===== src/rtl/gffra_pkg.sv =====
package gffra_pkg;

   localparam int DEF_GRID_ROWS = 8;
   localparam int DEF_GRID_COLS = 16;

   localparam int TYPE_W = 2;
   localparam int OCOL_W = 4;
   localparam int OROW_W = 3;
   localparam int WID_W  = 5;
   localparam int HGT_W  = 4;

   localparam logic [TYPE_W-1:0] REQ_ALLOC = 2'd0;
   localparam logic [TYPE_W-1:0] REQ_PLACE = 2'd1;
   localparam logic [TYPE_W-1:0] REQ_FREE  = 2'd2;

   typedef struct packed {
      logic rd_en;
      logic wr_en;
   } mem_ctl_type;

endpackage


===== src/rtl/gffra_if.sv =====
interface gffra_req_if import gffra_pkg::*; ();
   logic              valid;
   logic              ready;
   logic [TYPE_W-1:0] req_type;
   logic [OCOL_W-1:0] origin_col;
   logic [OROW_W-1:0] origin_row;
   logic [WID_W-1:0]  rect_width;
   logic [HGT_W-1:0]  rect_height;

   modport source (output valid, req_type, origin_col, origin_row, rect_width, rect_height,
                   input ready);
   modport sink (input valid, req_type, origin_col, origin_row, rect_width, rect_height,
                 output ready);
endinterface

interface gffra_rsp_if import gffra_pkg::*; ();
   logic              valid;
   logic              ready;
   logic              success;
   logic [OCOL_W-1:0] placed_col;
   logic [OROW_W-1:0] placed_row;

   modport source (output valid, success, placed_col, placed_row, input ready);
   modport sink (input valid, success, placed_col, placed_row, output ready);
endinterface


===== src/rtl/gffra_occ_mem.sv =====
module gffra_occ_mem import gffra_pkg::*; #(
   parameter int GRID_ROWS = DEF_GRID_ROWS,
   parameter int GRID_COLS = DEF_GRID_COLS,
   parameter int RW        = 3
) (
   input  logic                 clock,
   input  logic                 reset,
   input  mem_ctl_type          ctl,
   input  logic [RW-1:0]        rd_addr,
   input  logic [RW-1:0]        wr_addr,
   input  logic [GRID_COLS-1:0] wr_data,
   output logic [GRID_COLS-1:0] rd_data
);

   logic [GRID_COLS-1:0] mem_ff [GRID_ROWS];
   logic [GRID_ROWS-1:0] row_valid_ff;
   logic [GRID_COLS-1:0] rd_data_ff;

   always_ff @(posedge clock) begin
      if (reset) begin
         row_valid_ff <= '0;
      end else if (ctl.wr_en) begin
         row_valid_ff[wr_addr] <= 1'b1;
      end
   end

   always_ff @(posedge clock) begin
      if (ctl.wr_en) begin
         mem_ff[wr_addr] <= wr_data;
      end
   end

   // a row never written since reset reads as all free
   always_ff @(posedge clock) begin
      if (ctl.rd_en) begin
         rd_data_ff <= row_valid_ff[rd_addr] ? mem_ff[rd_addr] : '0;
      end
   end

   assign rd_data = rd_data_ff;

`ifndef SYNTHESIS
   a_no_rd_wr_same_row: assert property (@(posedge clock) disable iff (reset)
      ctl.rd_en && ctl.wr_en |-> rd_addr != wr_addr)
      else $error("read and write hit the same row");
   a_rd_in_grid: assert property (@(posedge clock) disable iff (reset)
      ctl.rd_en |-> 32'(rd_addr) < GRID_ROWS)
      else $error("read row outside grid");
   a_wr_in_grid: assert property (@(posedge clock) disable iff (reset)
      ctl.wr_en |-> 32'(wr_addr) < GRID_ROWS)
      else $error("write row outside grid");
   a_reset_clears: assert property (@(posedge clock)
      reset |=> row_valid_ff == '0)
      else $error("row valid bits not cleared by reset");
`endif

endmodule


===== src/rtl/grid_first_fit_region_allocator_core.sv =====
// Allocate: each tried origin row first ORs together the h rows under the window, then makes
// up to GRID_COLS-w+1 column checks (one window compare per cycle); a fit then reads and
// writes back the h rows to mark the cells.
// Throughput: one request at a time; ready is high only while the sequencer idles,
// the row memory's single read and single write port set the per-row cost.
// Reset (synchronous): clears the row valid bits so the whole grid reads free at once.
module grid_first_fit_region_allocator_core import gffra_pkg::*; #(
   parameter int GRID_ROWS = DEF_GRID_ROWS,
   parameter int GRID_COLS = DEF_GRID_COLS
) (
   input logic         clock,
   input logic         reset,
   gffra_req_if.sink   req_chan,
   gffra_rsp_if.source rsp_chan
);

   localparam int RW  = (GRID_ROWS > 1) ? $clog2(GRID_ROWS) : 1;
   localparam int RCW = $clog2(GRID_ROWS + 16) + 1;
   localparam int CCW = $clog2(GRID_COLS + 32) + 1;

   localparam logic [2:0] ST_IDLE = 3'd0;
   localparam logic [2:0] ST_ACC  = 3'd1;
   localparam logic [2:0] ST_SCAN = 3'd2;
   localparam logic [2:0] ST_MARK = 3'd3;
   localparam logic [2:0] ST_DONE = 3'd4;

   logic [2:0]           state_ff, state_in;
   logic [TYPE_W-1:0]    type_ff, type_in;
   logic [WID_W-1:0]     w_ff, w_in;
   logic [HGT_W-1:0]     h_ff, h_in;
   logic [RCW-1:0]       base_ff, base_in;
   logic [CCW-1:0]       col_ff, col_in;
   logic [GRID_COLS-1:0] acc_ff, acc_in;
   logic [HGT_W-1:0]     cnt_ff, cnt_in;
   logic [HGT_W-1:0]     nrows_ff, nrows_in;
   logic                 pend_ff, pend_in;
   logic [RW-1:0]        pend_row_ff, pend_row_in;
   logic                 clear_ff, clear_in;
   logic                 ok_ff, ok_in;

   logic                 rsp_valid_ff, rsp_valid_in;
   logic                 rsp_ok_ff, rsp_ok_in;
   logic [OCOL_W-1:0]    rsp_col_ff, rsp_col_in;
   logic [OROW_W-1:0]    rsp_row_ff, rsp_row_in;

   mem_ctl_type          mem_ctl;
   logic [RW-1:0]        row_addr;
   logic [GRID_COLS-1:0] rd_data;
   logic [GRID_COLS-1:0] wr_data;
   logic [GRID_COLS-1:0] span_mask;
   logic [CCW-1:0]       col_end;
   logic                 col_fits;
   logic                 window_free;
   logic                 issue;
   logic                 load;
   logic                 accept;
   logic [RCW-1:0]       base_next;
   logic [RCW-1:0]       in_row;
   logic [RCW-1:0]       in_row_end;
   logic [RCW-1:0]       in_room;
   logic [CCW-1:0]       in_col;
   logic [CCW-1:0]       in_col_end;
   logic                 in_origin_ok;

   // shared window compare: span of w cells at the current column against the row window
   assign col_end  = col_ff + CCW'(w_ff);
   assign col_fits = col_end <= CCW'(GRID_COLS);

   always_comb begin
      for (int i = 0; i < GRID_COLS; i++) begin
         span_mask[i] = (CCW'(i) >= col_ff) && (CCW'(i) < col_end);
      end
   end

   assign window_free = (acc_ff & span_mask) == '0;
   assign issue       = cnt_ff < nrows_ff;
   assign row_addr    = RW'(base_ff + RCW'(cnt_ff));
   assign base_next   = base_ff + RCW'(1);
   assign wr_data     = clear_ff ? (rd_data & ~span_mask) : (rd_data | span_mask);

   assign in_row       = RCW'(req_chan.origin_row);
   assign in_row_end   = in_row + RCW'(req_chan.rect_height);
   assign in_room      = RCW'(GRID_ROWS) - in_row;
   assign in_col       = CCW'(req_chan.origin_col);
   assign in_col_end   = in_col + CCW'(req_chan.rect_width);
   assign in_origin_ok = (in_row < RCW'(GRID_ROWS)) && (in_col < CCW'(GRID_COLS));

   assign req_chan.ready = (state_ff == ST_IDLE);
   assign accept         = req_chan.valid && req_chan.ready;
   assign load           = (state_ff == ST_DONE) && (!rsp_valid_ff || rsp_chan.ready);

   always_comb begin
      state_in      = state_ff;
      type_in       = type_ff;
      w_in          = w_ff;
      h_in          = h_ff;
      base_in       = base_ff;
      col_in        = col_ff;
      acc_in        = acc_ff;
      cnt_in        = cnt_ff;
      nrows_in      = nrows_ff;
      pend_in       = 1'b0;
      pend_row_in   = row_addr;
      clear_in      = clear_ff;
      ok_in         = ok_ff;
      mem_ctl.rd_en = 1'b0;
      mem_ctl.wr_en = 1'b0;

      unique case (state_ff)
         ST_IDLE: begin
            if (accept) begin
               type_in  = req_chan.req_type;
               w_in     = req_chan.rect_width;
               h_in     = req_chan.rect_height;
               base_in  = in_row;
               col_in   = in_col;
               acc_in   = '0;
               cnt_in   = '0;
               nrows_in = req_chan.rect_height;
               clear_in = 1'b0;
               ok_in    = 1'b0;
               state_in = ST_DONE;
               if (req_chan.rect_width != '0 && req_chan.rect_height != '0) begin
                  unique case (req_chan.req_type)
                     REQ_ALLOC: begin
                        base_in = '0;
                        col_in  = '0;
                        if (RCW'(req_chan.rect_height) <= RCW'(GRID_ROWS)) begin
                           state_in = ST_ACC;
                        end
                     end
                     REQ_PLACE: begin
                        if (in_origin_ok && in_col_end <= CCW'(GRID_COLS) &&
                            in_row_end <= RCW'(GRID_ROWS)) begin
                           state_in = ST_ACC;
                        end
                     end
                     REQ_FREE: begin
                        ok_in = 1'b1;
                        if (in_origin_ok) begin
                           // clip the row count to the grid
                           clear_in = 1'b1;
                           nrows_in = (RCW'(req_chan.rect_height) > in_room) ?
                                      HGT_W'(in_room) : req_chan.rect_height;
                           state_in = ST_MARK;
                        end
                     end
                     default: begin
                        state_in = ST_DONE;
                     end
                  endcase
               end
            end
         end
         ST_ACC: begin
            // OR the rows under the window, one read a cycle
            mem_ctl.rd_en = issue;
            pend_in       = issue;
            if (issue) begin
               cnt_in = cnt_ff + HGT_W'(1);
            end
            if (pend_ff) begin
               acc_in = acc_ff | rd_data;
            end
            if (!issue && !pend_ff) begin
               state_in = ST_SCAN;
            end
         end
         ST_SCAN: begin
            if (col_fits && window_free) begin
               cnt_in   = '0;
               ok_in    = 1'b1;
               state_in = ST_MARK;
            end else if (type_ff == REQ_PLACE) begin
               state_in = ST_DONE;
            end else if (col_fits && col_end != CCW'(GRID_COLS)) begin
               col_in = col_ff + CCW'(1);
            end else if (base_next + RCW'(h_ff) > RCW'(GRID_ROWS)) begin
               state_in = ST_DONE;
            end else begin
               // advance to the next origin row
               base_in  = base_next;
               col_in   = '0;
               acc_in   = '0;
               cnt_in   = '0;
               state_in = ST_ACC;
            end
         end
         ST_MARK: begin
            // read a row, write it back marked or cleared on the following cycle
            mem_ctl.rd_en = issue;
            pend_in       = issue;
            mem_ctl.wr_en = pend_ff;
            if (issue) begin
               cnt_in = cnt_ff + HGT_W'(1);
            end
            if (!issue && !pend_ff) begin
               state_in = ST_DONE;
            end
         end
         ST_DONE: begin
            if (load) begin
               state_in = ST_IDLE;
            end
         end
         default: begin
            state_in = ST_IDLE;
         end
      endcase
   end

   always_comb begin
      rsp_valid_in = rsp_valid_ff;
      rsp_ok_in    = rsp_ok_ff;
      rsp_col_in   = rsp_col_ff;
      rsp_row_in   = rsp_row_ff;
      if (rsp_valid_ff && rsp_chan.ready) begin
         rsp_valid_in = 1'b0;
      end
      if (load) begin
         rsp_valid_in = 1'b1;
         rsp_ok_in    = ok_ff;
         rsp_col_in   = ok_ff ? col_ff[OCOL_W-1:0] : '0;
         rsp_row_in   = ok_ff ? base_ff[OROW_W-1:0] : '0;
      end
   end

   always_ff @(posedge clock) begin
      if (reset) begin
         state_ff     <= ST_IDLE;
         pend_ff      <= 1'b0;
         rsp_valid_ff <= 1'b0;
      end else begin
         state_ff     <= state_in;
         pend_ff      <= pend_in;
         rsp_valid_ff <= rsp_valid_in;
      end
   end

   always_ff @(posedge clock) begin
      type_ff     <= type_in;
      w_ff        <= w_in;
      h_ff        <= h_in;
      base_ff     <= base_in;
      col_ff      <= col_in;
      acc_ff      <= acc_in;
      cnt_ff      <= cnt_in;
      nrows_ff    <= nrows_in;
      pend_row_ff <= pend_row_in;
      clear_ff    <= clear_in;
      ok_ff       <= ok_in;
      rsp_ok_ff   <= rsp_ok_in;
      rsp_col_ff  <= rsp_col_in;
      rsp_row_ff  <= rsp_row_in;
   end

   assign rsp_chan.valid      = rsp_valid_ff;
   assign rsp_chan.success    = rsp_ok_ff;
   assign rsp_chan.placed_col = rsp_col_ff;
   assign rsp_chan.placed_row = rsp_row_ff;

   gffra_occ_mem #(
      .GRID_ROWS (GRID_ROWS),
      .GRID_COLS (GRID_COLS),
      .RW        (RW)
   ) u_occ_mem (
      .clock   (clock),
      .reset   (reset),
      .ctl     (mem_ctl),
      .rd_addr (row_addr),
      .wr_addr (pend_row_ff),
      .wr_data (wr_data),
      .rd_data (rd_data)
   );

`ifndef SYNTHESIS
   a_accept_leaves_idle: assert property (@(posedge clock) disable iff (reset)
      accept |=> state_ff != ST_IDLE)
      else $error("request accepted but sequencer stayed idle");
   a_cnt_bound: assert property (@(posedge clock) disable iff (reset)
      (state_ff == ST_ACC || state_ff == ST_MARK) |-> cnt_ff <= nrows_ff)
      else $error("row counter ran past row count");
   a_mark_in_grid: assert property (@(posedge clock) disable iff (reset)
      (state_ff == ST_MARK && !clear_ff) |->
         (col_fits && base_ff + RCW'(h_ff) <= RCW'(GRID_ROWS)))
      else $error("marking a region outside the grid");
   a_scan_needs_window: assert property (@(posedge clock) disable iff (reset)
      state_ff == ST_SCAN |-> !pend_ff)
      else $error("window compare with a row read still in flight");
`endif

endmodule

===== src/flat_wrapper.sv =====
// flat-port wrapper written by rule: the top's interface ports become plain ports
module grid_first_fit_region_allocator_core_flat import gffra_pkg::*;
#(
   parameter int GRID_ROWS = DEF_GRID_ROWS,
   parameter int GRID_COLS = DEF_GRID_COLS
)
  (clock, reset, req_chan_valid, req_chan_req_type, req_chan_origin_col, req_chan_origin_row, req_chan_rect_width, req_chan_rect_height, req_chan_ready, rsp_chan_valid, rsp_chan_success, rsp_chan_placed_col, rsp_chan_placed_row, rsp_chan_ready);
  gffra_req_if req_chan_i ();
  gffra_rsp_if rsp_chan_i ();
  input logic clock;
  input logic reset;
  input wire logic [$bits(req_chan_i.valid)-1:0] req_chan_valid;
  input wire logic [$bits(req_chan_i.req_type)-1:0] req_chan_req_type;
  input wire logic [$bits(req_chan_i.origin_col)-1:0] req_chan_origin_col;
  input wire logic [$bits(req_chan_i.origin_row)-1:0] req_chan_origin_row;
  input wire logic [$bits(req_chan_i.rect_width)-1:0] req_chan_rect_width;
  input wire logic [$bits(req_chan_i.rect_height)-1:0] req_chan_rect_height;
  output wire logic [$bits(req_chan_i.ready)-1:0] req_chan_ready;
  output wire logic [$bits(rsp_chan_i.valid)-1:0] rsp_chan_valid;
  output wire logic [$bits(rsp_chan_i.success)-1:0] rsp_chan_success;
  output wire logic [$bits(rsp_chan_i.placed_col)-1:0] rsp_chan_placed_col;
  output wire logic [$bits(rsp_chan_i.placed_row)-1:0] rsp_chan_placed_row;
  input wire logic [$bits(rsp_chan_i.ready)-1:0] rsp_chan_ready;
  assign req_chan_i.valid = req_chan_valid;
  assign req_chan_i.req_type = req_chan_req_type;
  assign req_chan_i.origin_col = req_chan_origin_col;
  assign req_chan_i.origin_row = req_chan_origin_row;
  assign req_chan_i.rect_width = req_chan_rect_width;
  assign req_chan_i.rect_height = req_chan_rect_height;
  assign req_chan_ready = req_chan_i.ready;
  assign rsp_chan_valid = rsp_chan_i.valid;
  assign rsp_chan_success = rsp_chan_i.success;
  assign rsp_chan_placed_col = rsp_chan_i.placed_col;
  assign rsp_chan_placed_row = rsp_chan_i.placed_row;
  assign rsp_chan_i.ready = rsp_chan_ready;
  grid_first_fit_region_allocator_core #(.GRID_ROWS(GRID_ROWS), .GRID_COLS(GRID_COLS)) u_core (.clock(clock), .reset(reset), .req_chan(req_chan_i), .rsp_chan(rsp_chan_i));
endmodule

===== config.mk =====
export PLATFORM = sky130hd
export DESIGN_NAME = grid_first_fit_region_allocator_core_flat
export DESIGN_NICKNAME = d
export VERILOG_FILES = /design/src/rtl/gffra_pkg.sv /design/src/rtl/gffra_if.sv /design/src/rtl/gffra_occ_mem.sv /design/src/rtl/grid_first_fit_region_allocator_core.sv /design/src/flat_wrapper.sv
export SDC_FILE = /design/constraint.sdc
export NUM_CORES = 1
export LEC_CHECK = 0
export ABC_AREA = 1
export BUFFER_PORTS_ARGS = -buffer_cell sky130_fd_sc_hd__buf_2
export CAP_MARGIN = 30
export CORE_AREA = 2 2 144 174
export DETAILED_ROUTE_END_ITERATION = 8
export DIE_AREA = 0 0 146 176
export GPL_TIMING_DRIVEN = 0
export HOLD_SLACK_MARGIN = 0.03
export PLACE_DENSITY = 0.61
export SYNTH_ARGS = -nofsm -noshare
export SYNTH_HDL_FRONTEND = slang
export SYNTH_SLANG_ARGS = --single-unit

===== constraint.sdc =====
create_clock -name clock -period 4.3 [get_ports clock]
set_clock_uncertainty 0.2 [all_clocks]
set_input_delay 0.43 -clock clock [delete_from_list [all_inputs] [get_ports clock]]
set_output_delay 0.43 -clock clock [all_outputs]
set_load 0.01 [all_outputs]

* Yosys cells after proc, flatten, opt, wreduce, memory -nomap -nowiden *
Memories as Yosys holds them, arrays and structs flattened. A register that Yosys moved wholly into a read port is not among the register bits.
Cells that the tools add are included.

storage, ports and cells
  flip-flop bits (word level) = 74
  output and inout port bits = 10
  bits of input ports = 22
  bits in writable memories = 128
  memories = 1
  logic and storage cells = 217

memories
  name                     depth  width  rd ports  clocked after Yosys merged registers in  write ports  RTL line             source
  u_core.u_occ_mem.mem_ff  8      16     1         1                                        1            gffra_occ_mem.sv:15  logic [GRID_COLS-1:0] mem_ff [GRID_ROWS];

operators by class
  muxes and demuxes = 65
  bitwise logic cells = 6
  $lt $le $gt $ge = 44
  reduce and logical (&&, ||, !) cells = 50
  equality and inequality tests = 24
  $add $sub $neg = 9

operators with widths
  kind                number
  $mux 16             7
  $ge 4x7->1 const A  8
  $lt 4x7->1 const A  8
  $pmux 16 s3         1
  $mux 4              11
  $mux 7              6
  $mux 3              13
  $mux 6              6
  $and 16x16->16      2
  $or 16x16->16       2
  $ge 3x7->1 const A  4
  $lt 3x7->1 const A  4
  $logic_and 1x1->1   27
  $logic_not 16->1    1
  $not 16->16         1
  $pmux 3 s5          1
  $ge 1x7->1 const A  2
  $ge 2x7->1 const A  2
  $le 7x5->1 const B  2
  $lt 1x7->1 const A  2
  $lt 2x7->1 const A  2
  $pmux 7 s2          1
  $mux 1              13
  $lt 3x4->1 const B  3
  47 further kinds    69

* Longest topological paths before layout *
Gate-level depths: netlist of the first run.

  word-level depth = 9
  gate-level depth with buffers = 22
  depth with buffers taken out = 21

* Cells and area by module *
From an unflattened synthesis of the first run, not the netlist that was laid out.

second synthesis, totals
  cell total of the unflattened synthesis = 1248
  area total of the unflattened synthesis = 11307.1 um2

modules (own cells, without submodules)
  module                                cells each  instances  area each (um2)  sequential area each (um2)
  gffra_occ_mem                         673         1          6622.6           4484.3
  grid_first_fit_region_allocator_core  575         1          4684.5           1901.8

* Worst setup path before layout of the first run *
No wires, ideal clock.

  path kind = reg2reg
  start point = reg u_core.base_ff[0]
  end point = reg u_core.acc_ff[0], enable pin
  slack = 0.496 ns
  setup time = 0.394 ns
  stages on the path, launching flop included = 17
  data arrival time = 3.210 ns
  path through = edfxtp_1 > ha_1 > nand2_1 > inv_1 > nor2_1 > ha_1 > nand2_1 > nand2_1 > a31oi_1 > nor2_1 > o21ai_0 > xor2_1 > nand2_1 > or2_1 > a21oi_1 > nand3_1 > a21oi_1

on the way
  longest elaborated chain between the ends = 5

RTL lines
  item                        RTL line                                     source
  start, declared             grid_first_fit_region_allocator_core.sv:31   logic [RCW-1:0] base_ff, base_in;
  start signal, assigned      grid_first_fit_region_allocator_core.sv:244  base_ff <= base_in;
  $add 6x1->6                 grid_first_fit_region_allocator_core.sv:78   assign base_next = base_ff + RCW'(1);
  $add 6x4->6                 grid_first_fit_region_allocator_core.sv:178  end else if (base_next + RCW'(h_ff) > RCW'(GRID_ROWS)) begin
  $gt 6x4->1                  grid_first_fit_region_allocator_core.sv:178
  $ne 2x2->1 (no line)        -
  $reduce_and 7->1 (no line)  -
  end signal, assigned        grid_first_fit_region_allocator_core.sv:246  acc_ff <= acc_in;
  end, declared               grid_first_fit_region_allocator_core.sv:33   logic [GRID_COLS-1:0] acc_ff, acc_in;

No other way between the ends.
A chain may end at the register's enable or synchronous reset.

* Worst setup path after layout of the first run *
  start point = reg u_core.base_ff[0]
  end point = reg u_core.acc_ff[3], enable pin

Same word-level chain as after synthesis.

==> impl_metrics.tcl, run 1 <==
set metrics [dict create \
    drcViolationCount 0 \
    met2WireLength_um 12900 \
    path_delay_family "simple AND/OR/NAND/NOR gates" \
    dr_total_vias 7734 \
    synth_compound_area_share_pct 9.44 \
    syn_nets 1121 \
    yosysWarnings 0 \
    crit_arrival_ps 3840 \
    postCtsSetupRepairBufs 0 \
    crit_buf_inv 2 \
    critPathSlowestCell "edfxtp_1" \
    clk_pin_slew_ps 60 \
    area_delta_synth_final_pct 14.7 \
    synth_seq_cells 218 \
    cp_cell_sequence "ha_1 -> nand2_1 -> inv_1 -> nor2_1 -> ha_1 -> nand2_1 -> nand2_1 -> a31oi_1 -> nor2_1 -> o21ai_0 -> xor2_1 -> nand2_1 -> or2_1 -> a21oi_1 -> nand3_1 -> a21oi_2 -> buf_8" \
    synth_edf_count 202 \
    period_share_pct 89.0 \
    drive_above_1_share_pct 10.8 \
    die_height_um 176 \
    grt_use_total_pct 20.2 \
    fin_setup_tns_ps 0 \
    end_kind "flip-flop" \
    synthSimpleGateAreaFrac_pct 18.7 \
    critical_path.max_stage_delay_ps 520 \
    dieArea_um2 25700 \
    finalNetCount 1203 \
    antenna_found_initial 0 \
    final-max-slew-violation-count 0 \
    coreArea_um2 23900 \
    gp_congestion 0.882 \
    grt_pass1_wl_um 41000 \
    cts-root-buf "clkbuf_16" \
    finalSetupViolations 0 \
    ys_types 46 \
    synth_adder_area_share_pct 4.46 \
    num_rows 62 \
    synth_most_common_cell "edfxtp_1" \
    rsz0062_at_grt "no" \
    status "finished, final reports clean" \
    synth_top_area_share_pct 56.9 \
    cts_made_buffers 22 \
    synth_mux_area_share_pct 0 \
    critPathLaunchType "flip-flop" \
    synth_cells 1064 \
    io_pins 32 \
    via_per_inst 5.22 \
    period_needed_ps 3830 \
    fmax_mhz 261 \
    drt-initial-drc-count 567 \
    avgSynthCellArea_um2 10.0 \
    m1WireLength_um 11000 \
    diodes 0 \
    hp-class "in -> reg" \
    path_class "reg -> reg" \
    htree_levels 1 \
    clockBufferDepth 3 \
    crit_fanout 13 \
    yosys-top-cells-area "edfxtp_1 (57%), nor2_1 (6.6%), nand2_1 (5.8%)" \
    portBuffers 31 \
    drv_cap 0 \
    insertion_delay_ps 500 \
    synth_top_family_by_area "simple AND/OR/NAND/NOR gates" \
    r2r_slack_ps 470 \
    first_global_vias 7742 \
    synth.largest_area_cell "edfxtp_1" \
    drtPass1Iterations 5 \
    synth_xor_area_share_pct 1.64 \
    cts_sinks 218 \
    highest_layer "met4" \
    relSlewSlack_pct 24.9 \
    ys.flop_type "edfxtp_1" \
    synth_top_cells_by_count "edfxtp_1 (202), nor2_1 (186), nand2_1 (164), inv_1 (117), o21ai_0 (97)" \
    grt_max_degree 15 \
    dp_hpwl_um 18500 \
    finalWirelength_um 25600 \
    wl_met3_um 1130 \
    synthArstFlopShare_pct 0 \
    wl_per_cell_um 17.3 \
    crit_required_ps 4310 \
    ys_seq_area_share_pct 59.9 \
    synthesis.area_um2 10700 \
    cts_tree "done" \
    hold_viol_final 0 \
    start_util_pct 44.6 \
    cp_common_cell "nand2_1" \
    die_x_um 146 \
    ant_nets 0 \
    grt_overflow 0 \
    tightest_slew_ps 1110 \
]
-- cell usage in the layout (no fill, tap or decap), drive strengths merged, types with 5 or more instances in the layout --
cell	synthesis	routed
ha	30	30
nor3	9	9
nand2	172	172
nor2	195	195
dfxtp	16	16
xor2	13	13
a21oi	29	29
xnor2	7	7
edfxtp	202	202
o21ai	97	97
clkbuf	27	61
o22ai	35	35
inv	123	123
fa	5	5
a31oi	13	13
buf	5	51
nand4	26	26
clkinv	2	6
dlygate4sd3	0	12
nand3	43	43
-- logic make-up (layout without fill, tap and decap cells) --
logic type                 count (synthesis)  after routing
adders and majority gates                 35             35
and+or+nand+nor                          451            451
AOI/OAI and AO/OA                        183            183
buffers and inverters                    157            255
xor gates and xnor gates                  20             20
DFF                                      218            218
-- per-layer routing --
layer | up-vias | global-route usage [%]
met3 | 45 | 2.58
met4 | 0 | 5.50
met2 | 190 | 37.0
li1 | 3813 | -
met1 | 3686 | 25.4
met5 | - | 0
-- path summary, 6_finish.rpt --
| check | start | endpoint | cells past startpoint |
|---|---|---|---|
| max | u_core.base_ff[0] | u_core.acc_ff[3] | 17 |
| min | req_chan_origin_col[0] | u_core.col_ff[0] | 3 |
| max reg2reg | u_core.base_ff[0] | u_core.acc_ff[3] | 17 |
| min reg2reg | u_core.u_occ_mem.row_valid_ff[1] | u_core.u_occ_mem.row_valid_ff[1] | 2 |
-- worst reg2reg max path, cell delays in order (launching register included) --
cell      delay [ps]
edfxtp_1         520
ha_1             270
nand2_1           60
inv_1             50
nor2_1           150
ha_1             300
nand2_1           80
nand2_1           50
a31oi_1          180
nor2_1            80
o21ai_0          200
xor2_1           170
nand2_1          120
or2_1            260
a21oi_1          210
nand3_1          160
a21oi_2          280
buf_8            210
-- flip-flops by register name, indices dropped and copies added, names as in the netlist, 5 cells and up --
name	flops
u_core.acc_ff	16
u_core.u_occ_mem.mem_ff	128
u_core.col_ff	7
u_core.w_ff	5
u_core.u_occ_mem.row_valid_ff	8
u_core.u_occ_mem.rd_data	16
u_core.base_ff	6
-- repair_timing --
item | CTS | global route
endpoints found under the hold margin | 14 | 0
resized for setup | 0 | 0
hold buffers | 12 | 0
-- cell type report --
class                           count  area, µm²
Buffer                             32        153
Clock buffer                       34        647
Clock inverter                      6       41.3
Fill cell                        2273      11700
Inverter                          125        472
Multi-Input combinational cell    689       3680
Sequential cell                   218       6390
Tap cell                          320        400
Timing Repair Buffer               58        439
-- stage by stage --
stage	worst slack (ps)	instance area, µm²	std cells	hold slack [ps]	utilization [%]
global placement	-430	11200	1415	247	46.9
finish	475	12200	1482	72.7	51.1
global route	76.4	12200	1482	92.5	51.1
detailed placement	450	11400	1430	258	47.8
floorplan	496	10700	1064	235	-
CTS	422	12200	1482	47.5	51.1
Power of run 1 is left out: the tool's default activity adds up to more than one toggle a clock period on the data nets, which glitch-free logic cannot reach.
==> inputs of run 2 (changes only) <==
CAP_MARGIN = 20   (was 30)
CELL_PAD_IN_SITES_DETAIL_PLACEMENT = 0   (was default)
CELL_PAD_IN_SITES_GLOBAL_PLACEMENT = 2   (was default)
CORE_AREA = 2 2 231 119   (was 2 2 144 174)
DIE_AREA = 0 0 233 121   (was 0 0 146 176)
PLACE_DENSITY = 0.8   (was 0.61)
==> run 2 against run 1 <==
Wire length is 8.1% higher. Sequential share of layout area is 0.33 points lower. Flip-flop and latch count stayed put. Worst setup slack worse by 73 ps.
==> impl_metrics.tcl, run 2 (same netlist as run 1, synthesis figures left out) <==
set metrics [dict create \
    num_rows 42 \
    crit_fanout 7 \
    drtPass1Iterations 5 \
    wl_per_cell_um 18.3 \
    crit_arrival_ps 3850 \
    grt_pass1_wl_um 43200 \
    cts_made_buffers 22 \
    n_fill_cell 2431 \
    final_area_um2 12300 \
    ant_nets 0 \
    grt_overflow 0 \
    finalSetupViolations 0 \
    cts-root-buf "clkbuf_16" \
    placed_area_um2 11400 \
    crit_required_ps 4250 \
    htree_levels 1 \
    drt-initial-drc-count 496 \
    period_share_pct 90.7 \
    hp-class "in -> reg" \
    start_util_pct 40.8 \
    via_per_inst 5.11 \
    diodes 0 \
    period_needed_ps 3900 \
    rsz0062_at_grt "no" \
    area_delta_synth_final_pct 15.4 \
    die_x_um 233 \
    grt_use_total_pct 20.3 \
    drv_cap 0 \
    clk_pin_slew_ps 60 \
    multi_input_area_um2 3690 \
    critPathSlowestCell "a21oi_1" \
    hold_viol_final 0 \
    final_util_pct 47.1 \
    critical_path.max_stage_delay_ps 640 \
    fin_setup_tns_ps 0 \
    critPathLaunchType "flip-flop" \
    final_common_cell "edfxtp_1" \
    relSlewSlack_pct 22.3 \
    gp_congestion 0.843 \
    register_area_um2 6390 \
    finalWirelength_um 27700 \
    grt_max_degree 17 \
    clockBufferDepth 3 \
    cts_sinks 218 \
    path_class "reg -> reg" \
    dp_hpwl_um 20200 \
    dr_total_vias 7732 \
    drcViolationCount 0 \
    coreArea_um2 26100 \
    finalNetCount 1201 \
    antenna_found_initial 0 \
    regMostFlops "u_core.u_occ_mem.mem_ff" \
    postCtsSetupRepairBufs 0 \
    drive_above_1_share_pct 10.9 \
    portBuffers 31 \
    layout_common_cells "edfxtp_1 (202), nor2_1 (179), nand2_1 (164)" \
    dieArea_um2 28200 \
    final-max-slew-violation-count 0 \
    status "finished, final reports clean" \
    first_global_vias 7566 \
    tightest_slew_ps 1160 \
    end_kind "flip-flop" \
    cp_cell_sequence "ha_1 -> inv_1 -> fa_1 -> xnor2_1 -> inv_2 -> nor2_1 -> nand2_1 -> nand4_1 -> nand3_1 -> nand2_1 -> nor2_1 -> nand2_2 -> nor2_4 -> nand2_2 -> nand4_1 -> a21oi_1" \
    insertion_delay_ps 520 \
    cts_tree "done" \
    fmax_mhz 257 \
    die_height_um 121 \
    holdWs_ps 56.4 \
    io_pins 32 \
    largest_reg_flops 128 \
]
==> run 2: final timing paths <==
kind | start | endpoint | slack [ps] | depth (start not counted)
setup / recovery | u_core.col_ff[0] | u_core.col_ff[3] | 400 | 16
hold / removal | req_chan_origin_col[3] | u_core.col_ff[3] | 60 | 3
setup reg to reg | u_core.col_ff[0] | u_core.col_ff[3] | 400 | 16
hold reg to reg | u_core.u_occ_mem.row_valid_ff[4] | u_core.u_occ_mem.row_valid_ff[4] | 270 | 2
==> run 2: area by class of cell <==
class	count	area share (%)
sequential	218	51.9
multi-input combinational	689	30.0
clock buffer	32	5.11
inverter	125	3.84
timing repair buffer	56	3.61
tap	352	3.58
buffer	32	1.24
clock inverter	8	0.672
==> run 2: timing repair <==
action	4_1_cts	5_1_grt
resized for setup	0	1
hold buffers	13	0
endpoints found under the hold margin	15	0
endpoints found under the setup margin	0	16
==> run 2: worst max-delay path, delay by kind of cell, from the launching register on <==
kind | cells | cell delay, ps
xor+xnor | 1 | 380
flops | 1 | 500
buf+inv | 2 | 180
simple gates | 10 | 980
compound gates | 1 | 640
fa+ha+maj | 2 | 670
==> run 2: routing by layer <==
metal / vias to the layer above / global-route usage [%] / part of all wire, % / wire length, µm
met4: 0 / 4.50 / 2.2 / 597
met3: 38 / 2.98 / 4.9 / 1370
met1: 3673 / 29.2 / 49 / 13500
met5: - / 0 / 0 / 0
li1: 3826 / - / - / -
met2: 195 / 32.6 / 44 / 12300
==> run 2: metrics by stage <==
step	std cells	worst slack (ps)
after floorplan	1064	496
after global placement	1447	-285
after detailed placement	1458	211
after CTS	1511	187
after global routing	1512	4.27
final	1512	402
Power of run 2 is left out for the same reason.
